### src/rtl/core/owt_pkg.sv
// Shared types, codes, constants and CRC helpers for the 1-Wire thermometer command layer.
package owt_pkg;

    // Busy timer lengths in one-millisecond ticks
    localparam int FULL_CONVERT_MS = 750;
    localparam int COPY_MS         = 10;
    localparam int BUSY_W          = 10;

    // Scratchpad geometry
    localparam int SP_DEPTH = 9;
    localparam int BC_W     = 4;

    // Function command codes
    localparam logic [7:0] CMD_CONVERT  = 8'h44;
    localparam logic [7:0] CMD_COPY     = 8'h48;
    localparam logic [7:0] CMD_WRITE_SP = 8'h4E;
    localparam logic [7:0] CMD_READ_PWR = 8'hB4;
    localparam logic [7:0] CMD_RECALL   = 8'hB8;
    localparam logic [7:0] CMD_READ_SP  = 8'hBE;

    localparam logic [7:0] STATUS_CODE = 8'h32;
    localparam logic [7:0] IDLE_BYTE   = 8'hFF;
    localparam logic [7:0] SET_MASK    = 8'h60;
    localparam logic [7:0] SET_FILL    = 8'h1F;

    // Stored (EEPROM) reset contents
    localparam logic [7:0] STORED_TH_INIT  = 8'h1E;
    localparam logic [7:0] STORED_TL_INIT  = 8'hFB;
    localparam logic [7:0] STORED_SET_INIT = 8'h7F;

    localparam logic [7:0] SP_INIT [8] = '{8'hAA, 8'h00, 8'h1E, 8'hFB,
                                           8'hFF, 8'hFF, 8'h0C, 8'h10};

    // Configuration register indexes
    localparam logic CFG_POWER   = 1'b0;
    localparam logic CFG_VARIANT = 1'b1;

    typedef enum logic [1:0] {
        MODE_RESET,
        MODE_WRITE,
        MODE_READ,
        MODE_TICK
    } mode_t;

    typedef enum logic [2:0] {
        PH_IDLE,
        PH_CMD,
        PH_WRITE,
        PH_SCRATCH,
        PH_PARASITE,
        PH_POLL,
        PH_DONE,
        PH_CODE
    } phase_t;

    typedef enum logic [1:0] {
        ST_IDLE,
        ST_EXEC,
        ST_CRC,
        ST_DONE
    } ctl_state_t;

    typedef struct packed {
        logic load;
        logic exec;
        logic crc_step;
        logic out_load;
    } ctl_cmd_t;

    typedef struct packed {
        logic need_crc;
        logic crc_last;
    } dp_status_t;

    // One byte through the reflected x^8+x^5+x^4+1 CRC; c already holds crc ^ data
    function automatic logic [7:0] crc8_byte(input logic [7:0] c);
        logic [7:0] v;
        v = c;
        for (int b = 0; b < 8; b++) begin
            v = v[0] ? ((v >> 1) ^ 8'h8C) : (v >> 1);
        end
        return v;
    endfunction

    function automatic logic [7:0] crc8_init();
        logic [7:0] c;
        c = 8'h00;
        for (int i = 0; i < 8; i++) begin
            c = crc8_byte(c ^ SP_INIT[i]);
        end
        return c;
    endfunction

    localparam logic [7:0] SP_CRC_INIT = crc8_init();

endpackage

### src/rtl/core/owt_ctrl.sv
// Sequencer: input/output handshakes and the execute, CRC and deliver steps.
module owt_ctrl import owt_pkg::*; (
    input  logic       clk,
    input  logic       rst_n,
    input  logic       in_valid,
    output logic       in_ready,
    output logic       out_valid,
    input  logic       out_ready,
    input  dp_status_t status,
    output ctl_cmd_t   cmd
);

    ctl_state_t state_reg, state_next;
    logic       out_valid_reg, out_valid_next;
    logic       out_free;

    assign out_free = !out_valid_reg || out_ready;

    always_comb
    begin
        state_next = state_reg;
        unique case (state_reg)
            ST_IDLE: if (in_valid) state_next = ST_EXEC;
            ST_EXEC: state_next = status.need_crc ? ST_CRC : ST_DONE;
            ST_CRC:  if (status.crc_last) state_next = ST_DONE;
            ST_DONE: if (out_free) state_next = ST_IDLE;
            default: state_next = ST_IDLE;
        endcase
    end

    always_comb
    begin
        cmd = '0;
        unique case (state_reg)
            ST_IDLE: cmd.load     = in_valid;
            ST_EXEC: cmd.exec     = 1'b1;
            ST_CRC:  cmd.crc_step = 1'b1;
            ST_DONE: cmd.out_load = out_free;
            default: cmd = '0;
        endcase
    end

    always_comb
    begin
        out_valid_next = out_valid_reg;
        if (cmd.out_load)
            out_valid_next = 1'b1;
        else if (out_ready)
            out_valid_next = 1'b0;
    end

    always_ff @(posedge clk or negedge rst_n)
    begin
        if (!rst_n)
        begin
            state_reg     <= ST_IDLE;
            out_valid_reg <= 1'b0;
        end
        else
        begin
            state_reg     <= state_next;
            out_valid_reg <= out_valid_next;
        end
    end

    assign in_ready  = (state_reg == ST_IDLE);
    assign out_valid = out_valid_reg;

    a_accept_exec: assert property (@(posedge clk) disable iff (!rst_n)
        in_valid && in_ready |=> state_reg == ST_EXEC)
        else $error("accepted item not executed next cycle");

    a_no_overwrite: assert property (@(posedge clk) disable iff (!rst_n)
        cmd.out_load |-> (!out_valid_reg || out_ready))
        else $error("result register overwritten while full");

    a_crc_end: assert property (@(posedge clk) disable iff (!rst_n)
        state_reg == ST_CRC && status.crc_last |=> state_reg == ST_DONE)
        else $error("CRC pass did not end");

endmodule

### src/rtl/core/owt_dp.sv
// Datapath: scratchpad, stored bytes, bus phase, busy timer, CRC unit, result register.
module owt_dp import owt_pkg::*; (
    input  logic                clk,
    input  logic                rst_n,
    input  ctl_cmd_t            cmd,
    output dp_status_t          status,
    input  logic                cfg_we,
    input  logic                cfg_index,
    input  logic                cfg_data,
    input  logic [1:0]          mode,
    input  logic [7:0]          write_byte,
    input  logic signed [11:0]  temperature,
    output logic [7:0]          read_byte,
    output logic                read_driven,
    output logic                busy_res,
    output logic                alarm
);

    // latched item
    mode_t              mode_reg;
    logic [7:0]         wb_reg;
    logic signed [11:0] temp_reg;

    // model state
    logic [7:0]        scratch_reg [SP_DEPTH];
    logic [7:0]        scratch_next [SP_DEPTH];
    logic [7:0]        th_reg, th_next, tl_reg, tl_next, set_reg, set_next;
    phase_t            phase_reg, phase_next;
    logic [BC_W-1:0]   bc_reg, bc_next;
    logic [BUSY_W-1:0] busy_reg, busy_next;
    logic              loaded_reg, loaded_next;
    logic [7:0]        hold_reg [2];
    logic [7:0]        hold_next [2];
    logic              ext_pow_reg, ext_var_reg;

    // step result and CRC unit
    logic [7:0] rb_reg, rb_next;
    logic       drv_reg, drv_next;
    logic [7:0] crc_reg, crc_next, crc_byte;
    logic [2:0] crc_idx_reg, crc_idx_next;
    logic       need_crc;

    // output register
    logic [7:0] read_byte_reg;
    logic       read_driven_reg, busy_res_reg, alarm_reg;

    logic [BC_W-1:0] rd_addr;
    logic [7:0]      rd_data;

    // recall values and the scratchpad bytes as seen by the command
    logic [7:0] rec4, eff2, eff3, eff4;
    logic [1:0] res_m;

    // conversion
    logic signed [12:0] s_val, s_adj;
    logic [9:0]         q_val;
    logic [7:0]         conv_b1, conv_b6;
    logic [BUSY_W-1:0]  conv_shift, conv_ms;

    logic [7:0] alarm_t;
    logic       alarm_now;

    assign rd_addr  = cmd.crc_step ? {1'b0, crc_idx_reg} : bc_reg;
    assign rd_data  = (rd_addr < BC_W'(SP_DEPTH)) ? scratch_reg[rd_addr] : IDLE_BYTE;
    assign crc_byte = crc8_byte(crc_reg ^ rd_data);

    assign rec4 = ext_var_reg ? ((set_reg & SET_MASK) | SET_FILL) : scratch_reg[4];
    assign eff2 = loaded_reg ? scratch_reg[2] : th_reg;
    assign eff3 = loaded_reg ? scratch_reg[3] : tl_reg;
    assign eff4 = loaded_reg ? scratch_reg[4] : rec4;
    assign res_m = eff4[6:5];

    // half degrees: temperature plus 4, divided by 8 truncated toward zero
    assign s_val   = {temp_reg[11], temp_reg} + 13'sd4;
    assign s_adj   = s_val[12] ? (s_val + 13'sd7) : s_val;
    assign q_val   = s_adj[12:3];
    assign conv_b1 = q_val[9] ? 8'hFF : (q_val[8] ? 8'h01 : 8'h00);
    // 16 minus the signed remainder of s by 16, or zero when res_m is 0
    assign conv_b6 = (res_m == 2'd0) ? 8'h00 :
                     (s_val[12] && (s_val[3:0] != 4'd0)) ? (8'd32 - {4'd0, s_val[3:0]}) :
                     (8'd16 - {4'd0, s_val[3:0]});
    assign conv_shift = BUSY_W'(FULL_CONVERT_MS) >> (2'd3 - res_m);
    assign conv_ms    = (conv_shift == '0) ? BUSY_W'(1) : conv_shift;

    assign alarm_t   = {(scratch_reg[1] != 8'h00), scratch_reg[0][7:1]};
    assign alarm_now = ($signed(alarm_t) < $signed(scratch_reg[3])) ||
                       ($signed(alarm_t) > $signed(scratch_reg[2]));

    always_comb
    begin
        scratch_next    = scratch_reg;
        th_next         = th_reg;
        tl_next         = tl_reg;
        set_next        = set_reg;
        phase_next      = phase_reg;
        bc_next         = bc_reg;
        busy_next       = busy_reg;
        loaded_next     = loaded_reg;
        hold_next       = hold_reg;
        rb_next         = rb_reg;
        drv_next        = drv_reg;
        crc_next        = crc_reg;
        crc_idx_next    = crc_idx_reg;
        need_crc        = 1'b0;

        if (cmd.exec)
        begin
            rb_next      = IDLE_BYTE;
            drv_next     = 1'b0;
            crc_next     = 8'h00;
            crc_idx_next = 3'd0;
            unique case (mode_reg)
                MODE_RESET:
                begin
                    phase_next = PH_CMD;
                    bc_next    = '0;
                end
                MODE_WRITE:
                begin
                    if (phase_reg == PH_CMD)
                    begin
                        // first command after reset pulls in the stored bytes
                        if (!loaded_reg)
                        begin
                            loaded_next     = 1'b1;
                            scratch_next[2] = th_reg;
                            scratch_next[3] = tl_reg;
                            scratch_next[4] = rec4;
                            need_crc        = 1'b1;
                        end
                        bc_next    = '0;
                        phase_next = PH_CODE;
                        unique case (wb_reg)
                            CMD_CONVERT:
                            begin
                                scratch_next[0] = q_val[7:0];
                                scratch_next[1] = conv_b1;
                                scratch_next[6] = conv_b6;
                                need_crc        = 1'b1;
                                if (ext_pow_reg)
                                begin
                                    busy_next  = conv_ms;
                                    phase_next = PH_POLL;
                                end
                            end
                            CMD_COPY:
                            begin
                                th_next = eff2;
                                tl_next = eff3;
                                if (ext_var_reg)
                                    set_next = eff4;
                                if (ext_pow_reg)
                                begin
                                    busy_next  = BUSY_W'(COPY_MS);
                                    phase_next = PH_POLL;
                                end
                            end
                            CMD_WRITE_SP: phase_next = PH_WRITE;
                            CMD_READ_PWR: phase_next = ext_pow_reg ? PH_DONE : PH_PARASITE;
                            CMD_RECALL:
                            begin
                                scratch_next[2] = th_reg;
                                scratch_next[3] = tl_reg;
                                scratch_next[4] = rec4;
                                need_crc        = 1'b1;
                            end
                            CMD_READ_SP: phase_next = PH_SCRATCH;
                            default: phase_next = PH_CODE;
                        endcase
                    end
                    else if (phase_reg == PH_WRITE)
                    begin
                        if (bc_reg < (ext_var_reg ? BC_W'(2) : BC_W'(1)))
                        begin
                            hold_next[bc_reg[0]] = wb_reg;
                            bc_next = bc_reg + BC_W'(1);
                        end
                        else
                        begin
                            scratch_next[2] = hold_reg[0];
                            if (ext_var_reg)
                            begin
                                scratch_next[3] = hold_reg[1];
                                scratch_next[4] = (wb_reg & SET_MASK) | SET_FILL;
                            end
                            else
                            begin
                                scratch_next[3] = wb_reg;
                            end
                            need_crc   = 1'b1;
                            bc_next    = '0;
                            phase_next = PH_DONE;
                        end
                    end
                end
                MODE_READ:
                begin
                    unique case (phase_reg)
                        PH_SCRATCH:
                        begin
                            if (bc_reg < BC_W'(SP_DEPTH))
                            begin
                                rb_next  = rd_data;
                                drv_next = 1'b1;
                                bc_next  = bc_reg + BC_W'(1);
                            end
                            if (bc_reg >= BC_W'(SP_DEPTH - 1))
                                phase_next = PH_DONE;
                        end
                        PH_CODE:
                        begin
                            rb_next    = STATUS_CODE;
                            drv_next   = 1'b1;
                            phase_next = PH_DONE;
                        end
                        PH_PARASITE:
                        begin
                            rb_next  = 8'h00;
                            drv_next = 1'b1;
                        end
                        PH_POLL:
                        begin
                            if (busy_reg != '0)
                            begin
                                rb_next  = 8'h00;
                                drv_next = 1'b1;
                            end
                        end
                        default: rb_next = IDLE_BYTE;
                    endcase
                end
                default:
                begin
                    if (busy_reg != '0)
                        busy_next = busy_reg - BUSY_W'(1);
                end
            endcase
        end

        if (cmd.crc_step)
        begin
            crc_next     = crc_byte;
            crc_idx_next = crc_idx_reg + 3'd1;
            if (crc_idx_reg == 3'd7)
                scratch_next[8] = crc_byte;
        end
    end

    assign status = '{need_crc: need_crc, crc_last: (crc_idx_reg == 3'd7)};

    always_ff @(posedge clk)
    begin
        if (cmd.load)
        begin
            mode_reg <= mode_t'(mode);
            wb_reg   <= write_byte;
            temp_reg <= temperature;
        end
        if (cmd.out_load)
        begin
            read_byte_reg   <= rb_reg;
            read_driven_reg <= drv_reg;
            busy_res_reg    <= (busy_reg != '0);
            alarm_reg       <= alarm_now;
        end
        rb_reg      <= rb_next;
        drv_reg     <= drv_next;
        crc_reg     <= crc_next;
        crc_idx_reg <= crc_idx_next;
        hold_reg    <= hold_next;
    end

    always_ff @(posedge clk or negedge rst_n)
    begin
        if (!rst_n)
        begin
            for (int i = 0; i < 8; i++)
            begin
                scratch_reg[i] <= SP_INIT[i];
            end
            scratch_reg[8] <= SP_CRC_INIT;
            th_reg      <= STORED_TH_INIT;
            tl_reg      <= STORED_TL_INIT;
            set_reg     <= STORED_SET_INIT;
            phase_reg   <= PH_IDLE;
            bc_reg      <= '0;
            busy_reg    <= '0;
            loaded_reg  <= 1'b0;
            ext_pow_reg <= 1'b1;
            ext_var_reg <= 1'b0;
        end
        else
        begin
            scratch_reg <= scratch_next;
            th_reg      <= th_next;
            tl_reg      <= tl_next;
            set_reg     <= set_next;
            phase_reg   <= phase_next;
            bc_reg      <= bc_next;
            busy_reg    <= busy_next;
            loaded_reg  <= loaded_next;
            if (cfg_we)
            begin
                unique case (cfg_index)
                    CFG_POWER:   ext_pow_reg <= cfg_data;
                    CFG_VARIANT: ext_var_reg <= cfg_data;
                    default:     ext_var_reg <= ext_var_reg;
                endcase
            end
        end
    end

    assign read_byte   = read_byte_reg;
    assign read_driven = read_driven_reg;
    assign busy_res    = busy_res_reg;
    assign alarm       = alarm_reg;

    a_sp_index: assert property (@(posedge clk) disable iff (!rst_n)
        phase_reg == PH_SCRATCH |-> bc_reg < BC_W'(SP_DEPTH))
        else $error("scratchpad read index past end while reading");

    a_tick: assert property (@(posedge clk) disable iff (!rst_n)
        cmd.exec && mode_reg == MODE_TICK && busy_reg != '0
        |=> busy_reg == $past(busy_reg) - BUSY_W'(1))
        else $error("busy timer did not count down on tick");

    a_busy_hold: assert property (@(posedge clk) disable iff (!rst_n)
        !cmd.exec |=> busy_reg == $past(busy_reg))
        else $error("busy timer changed outside an execute step");

endmodule

### src/rtl/core/onewire_thermometer_commands.sv
// Top level of the 1-Wire thermometer function-command layer.
// Each input transfer is one bus event (bus reset, written byte, read slot or
// 1 ms tick) and yields exactly one result transfer. An item is accepted,
// executed and loaded into the result register, the load waiting until that
// register is free; when the event changes the scratchpad (convert, recall,
// scratchpad write, first command after reset) a bit-parallel CRC unit walks
// the eight scratchpad bytes one per cycle between execute and load. One
// item is in work at a time; the result register lets the next item be
// accepted while a finished result still waits for out_ready. Configuration
// (register 0 external power, register 1 extended variant) is always
// accepted and must be written only while the block is idle.
module onewire_thermometer_commands import owt_pkg::*; (
    input  logic               clk,
    input  logic               rst_n,
    // configuration write channel
    input  logic               cfg_valid,
    output logic               cfg_ready,
    input  logic               cfg_index,
    input  logic               cfg_data,
    // bus event channel
    input  logic               in_valid,
    output logic               in_ready,
    input  logic [1:0]         mode,
    input  logic [7:0]         write_byte,
    input  logic signed [11:0] temperature,
    // result channel
    output logic               out_valid,
    input  logic               out_ready,
    output logic [7:0]         read_byte,
    output logic               read_driven,
    output logic               busy_res,
    output logic               alarm
);

    ctl_cmd_t   cmd;
    dp_status_t status;

    // configuration registers take a transfer on any cycle
    assign cfg_ready = 1'b1;

    owt_ctrl u_ctrl (
        .clk       (clk),
        .rst_n     (rst_n),
        .in_valid  (in_valid),
        .in_ready  (in_ready),
        .out_valid (out_valid),
        .out_ready (out_ready),
        .status    (status),
        .cmd       (cmd)
    );

    owt_dp u_dp (
        .clk         (clk),
        .rst_n       (rst_n),
        .cmd         (cmd),
        .status      (status),
        .cfg_we      (cfg_valid),
        .cfg_index   (cfg_index),
        .cfg_data    (cfg_data),
        .mode        (mode),
        .write_byte  (write_byte),
        .temperature (temperature),
        .read_byte   (read_byte),
        .read_driven (read_driven),
        .busy_res    (busy_res),
        .alarm       (alarm)
    );

endmodule
### config.mk
export PLATFORM = sky130hd
export DESIGN_NAME = onewire_thermometer_commands
export DESIGN_NICKNAME = d
export VERILOG_FILES = /design/src/rtl/core/owt_pkg.sv /design/src/rtl/core/owt_ctrl.sv /design/src/rtl/core/owt_dp.sv /design/src/rtl/core/onewire_thermometer_commands.sv
export SDC_FILE = /design/constraint.sdc
export NUM_CORES = 1
export LEC_CHECK = 0
export BUFFER_PORTS_ARGS = -buffer_cell sky130_fd_sc_hd__buf_2
export CORE_ASPECT_RATIO = 1.25
export CORE_UTILIZATION = 60
export CTS_CLUSTER_SIZE = 40
export DETAILED_ROUTE_END_ITERATION = 6
export HOLD_SLACK_MARGIN = 0.15
export PLACE_DENSITY_LB_ADDON = 0.3
export SKIP_CTS_REPAIR_TIMING = 1
export SKIP_LAST_GASP = 1
export SLEW_MARGIN = 0
export SYNTH_ARGS = -nofsm -noshare
export SYNTH_HDL_FRONTEND = slang
export SYNTH_SLANG_ARGS = --single-unit
### constraint.sdc
create_clock -name clk -period 4.32 [get_ports clk]
set_clock_uncertainty 0.05 [all_clocks]
set_input_delay 0.216 -clock clk [delete_from_list [all_inputs] [get_ports clk]]
set_output_delay 0.216 -clock clk [all_outputs]
set_load 0.02 [all_outputs]
==> results.yml <==
status:
  outcome: "complete, no violations"
global_routing:
  grt_pass1_vias: 6287
  grt_pass1_wl_microns: 32000
  grtUsageTotal_pct: 28.9
  antenna_found_initial: 0
  grt.overflow.total: 0
  grt_start_max_net_pins: 53
synthesis:
  syn_inst: 824
  syn_area_per_cell_sq_um: 10.4
  yosys_most_used_dff: "edfxtp_1"
  synth_edf_count: 69
  synth_common_cells: "nand2_1 (119), o21ai_0 (91), edfxtp_1 (69)"
  synth_area_leaders: "edfxtp_1 (24%), dfrtp_1 (13%), dfstp_2 (12%), o21ai_0 (5.3%), ha_1 (5.3%)"
  synth_top_area_cell: "edfxtp_1"
  async_reset_ff_share_pct: 55.2
  synth_cell_types: 83
  ys_ff_latch: 154
  synthesis.nets: 889
  synthMostInstantiatedCell: "nand2_1"
  yosys.area.top_type_share_pct: 24.3
  yosysWarnings: 0
  syn_area_sq_mm: 0.00853
  yosysSeqAreaShare_pct: 49.8
floorplan:
  io_pins: 43
  start_util_pct: 61.5
  die_width_microns: 109
  die_area_sq_mm: 0.0147
  chipHeight_microns: 135
  fp.coreArea_sq_mm: 0.0139
  row_count: 48
critical_path:
  path_class: "reg -> reg"
  slowest_delay_ns: 0.46
  startpoint_type: "flop"
  crit_path_end_kind: "flop"
  worstPathMaxFanout: 11
  reg2reg_slack_ns: 0.76
  cp.arrival_ns: 3.69
  r2r-start: "u_ctrl.state_reg[0]"
  cpMaxStageDelayCell: "mux2_2"
  cp_cell_sequence: "inv_1 > ha_1 > buf_4 > mux2_2 > nor3_4 > o21ai_1 > o2111a_1 > a211o_1 > xnor3_2 > xnor2_1 > and2_1"
  r2r_end: "u_dp.crc_reg[7]"
  reg2regPathDepth: 11
  required_ns: 4.46
final_layout:
  fin_area_sq_mm: 0.00975
  layout-drive-gt1-share_pct: 19.0
  fin_nets: 957
  area_growth_pct: 14.2
  diodes: 0
  multiInputGateArea_sq_mm: 0.00398
  largest_reg_flops: 37
  fin_cells: 1080
  seqCellArea_sq_mm: 0.00425
  fillCellCount: 1030
route:
  avgViaCountPerCell: 6.05
  drt_pass1_iterations: 5
  wirelength_microns: 20100
  antenna_left: 0
  drt_iter0_markers: 470
  num_vias: 6530
  drcViolationCount: 0
  wl_per_cell_microns: 18.7
timing:
  finalCritPeriodShare_pct: 82.3
  slew_headroom_pct: 28.1
  max_freq_mhz: 281
  setup_viol: 0
  finalSetupTns_ns: 0
  finalMaxSlewViolations: 0
  period_minus_slack_ns: 3.56
  rsz0062_at_grt: "false"
  tightest_slew_ns: 1.07
  finalHoldViolations: 0
run:
  cap_violations: 0
placed_design:
  dpl.hpwl_microns: 14400
  portBuffers: 41
  gp_congestion: 0.891
  place_inst: 1021
  placed_area_sq_mm: 0.00888
pwr:
  powerDensity_mw_per_mm2: 655
  finalPower_mw: 6.38
  irDropWorstVdd_mv: 0.403
  cellLeakagePower_nw: 3.84
min_path:
  hold_path.class: "in -> reg"
  whs_path_depth: 3
  hold-path-endpoint: "u_dp.ext_pow_reg"
  holdCritStartpoint: "cfg_valid"
clock_network:
  htree_levels: 4
  cts-root-buf: "clkbuf_16"
  cts.clk_slew.worst_paths_ns: 0.07
  cts_tree: "done"
  clockBufferDepth: 2
  clock-sinks: 154
  cts_buffers: 17
  clock_latency_ns: 0.43
final cells by class:
class                   count  area share (%)
flip-flops and latches    154            43.6
multi-input cells         601            40.8
repair buffers             79            5.75
clock buffers              17            4.36
well taps                 175            2.25
clock inverters            15            1.78
inverters                  39            1.50
cells in the final DEF (no fill, tap or decap), types with 15 or more instances in the layout:
master,Yosys,layout
dfrtp_1,46,46
nor2_1,47,47
xnor2_1,18,18
edfxtp_1,69,69
nand3_1,18,18
dfstp_2,39,39
clkbuf_16,0,17
mux2i_1,24,24
nand2_1,119,119
a21oi_1,36,36
dlygate4sd3_1,0,27
buf_2,4,40
inv_1,39,39
nor3_1,15,15
ha_1,36,36
o21ai_0,91,91
through the flow:
| stage | utilization (%) | setup WS, ns | hold slack (ns) |
|---|---|---|---|
| 3_5_place_dp | 64.0 | 0.786 | 0.145 |
| 3_3_place_gp | 64.0 | 0.885 | 0.138 |
| 5_1_grt | 70.3 | 0.614 | 0.196 |
| 2_1_floorplan | - | 1.33 | -0.130 |
| 6_report | 70.3 | 0.764 | 0.162 |
| 4_1_cts | 68.3 | 0.770 | -0.312 |
cells by family (layout without fill, tap and decap cells):
kind of cell               count (synthesis)  after routing  share of synthesized area [%]
and+or+nand+nor                          278            278                           16.1
AOI/OAI and AO/OA                        210            210                           15.3
DFF                                      154            154                           49.8
buffers and inverters                     69            150                           3.67
muxes                                     44             44                           5.87
adders and majority gates                 36             36                           5.28
xor gates and xnor gates                  32             32                           3.90
other                                      1              1                         0.0439
worst max-delay path, delay by kind of cell (launching register included):
kind	cells	cell delay, ns
xor+xnor	2	0.60
mux	1	0.46
simple gates	2	0.40
flops	1	0.40
compound gates	3	0.63
fa+ha+maj	1	0.41
buf+inv	2	0.37
layer usage:
metal | global-route usage [%] | up-vias | part of all wire [%]
li1 | - | 3107 | -
met1 | 36.5 | 3199 | 41
met2 | 49.8 | 191 | 52
met4 | 11.6 | 0 | 2.3
met3 | 3.99 | 33 | 4.5
met5 | 0 | - | 0
worst max path at each step:
stage	startpoint	endpoint	slack (ns)	cells after the start
CTS	u_ctrl.state_reg[0]	u_dp.crc_reg[7]	0.77	11
finish	u_ctrl.state_reg[0]	u_dp.crc_reg[7]	0.76	11
detailed placement	u_ctrl.state_reg[0]	u_dp.crc_reg[7]	0.79	11
global placement	u_ctrl.state_reg[0]	u_dp.crc_reg[7]	0.88	11
global route	u_ctrl.state_reg[0]	u_dp.crc_reg[7]	0.61	11
floorplan	u_ctrl.state_reg[0]	u_dp.crc_reg[7]	1.33	10
power breakdown:
group	internal [mW]	switching (mW)
combinational	1.08	1.48
sequential	1.99	0.339
clock	0.830	0.673
Power figures use the tool's default switching activity.
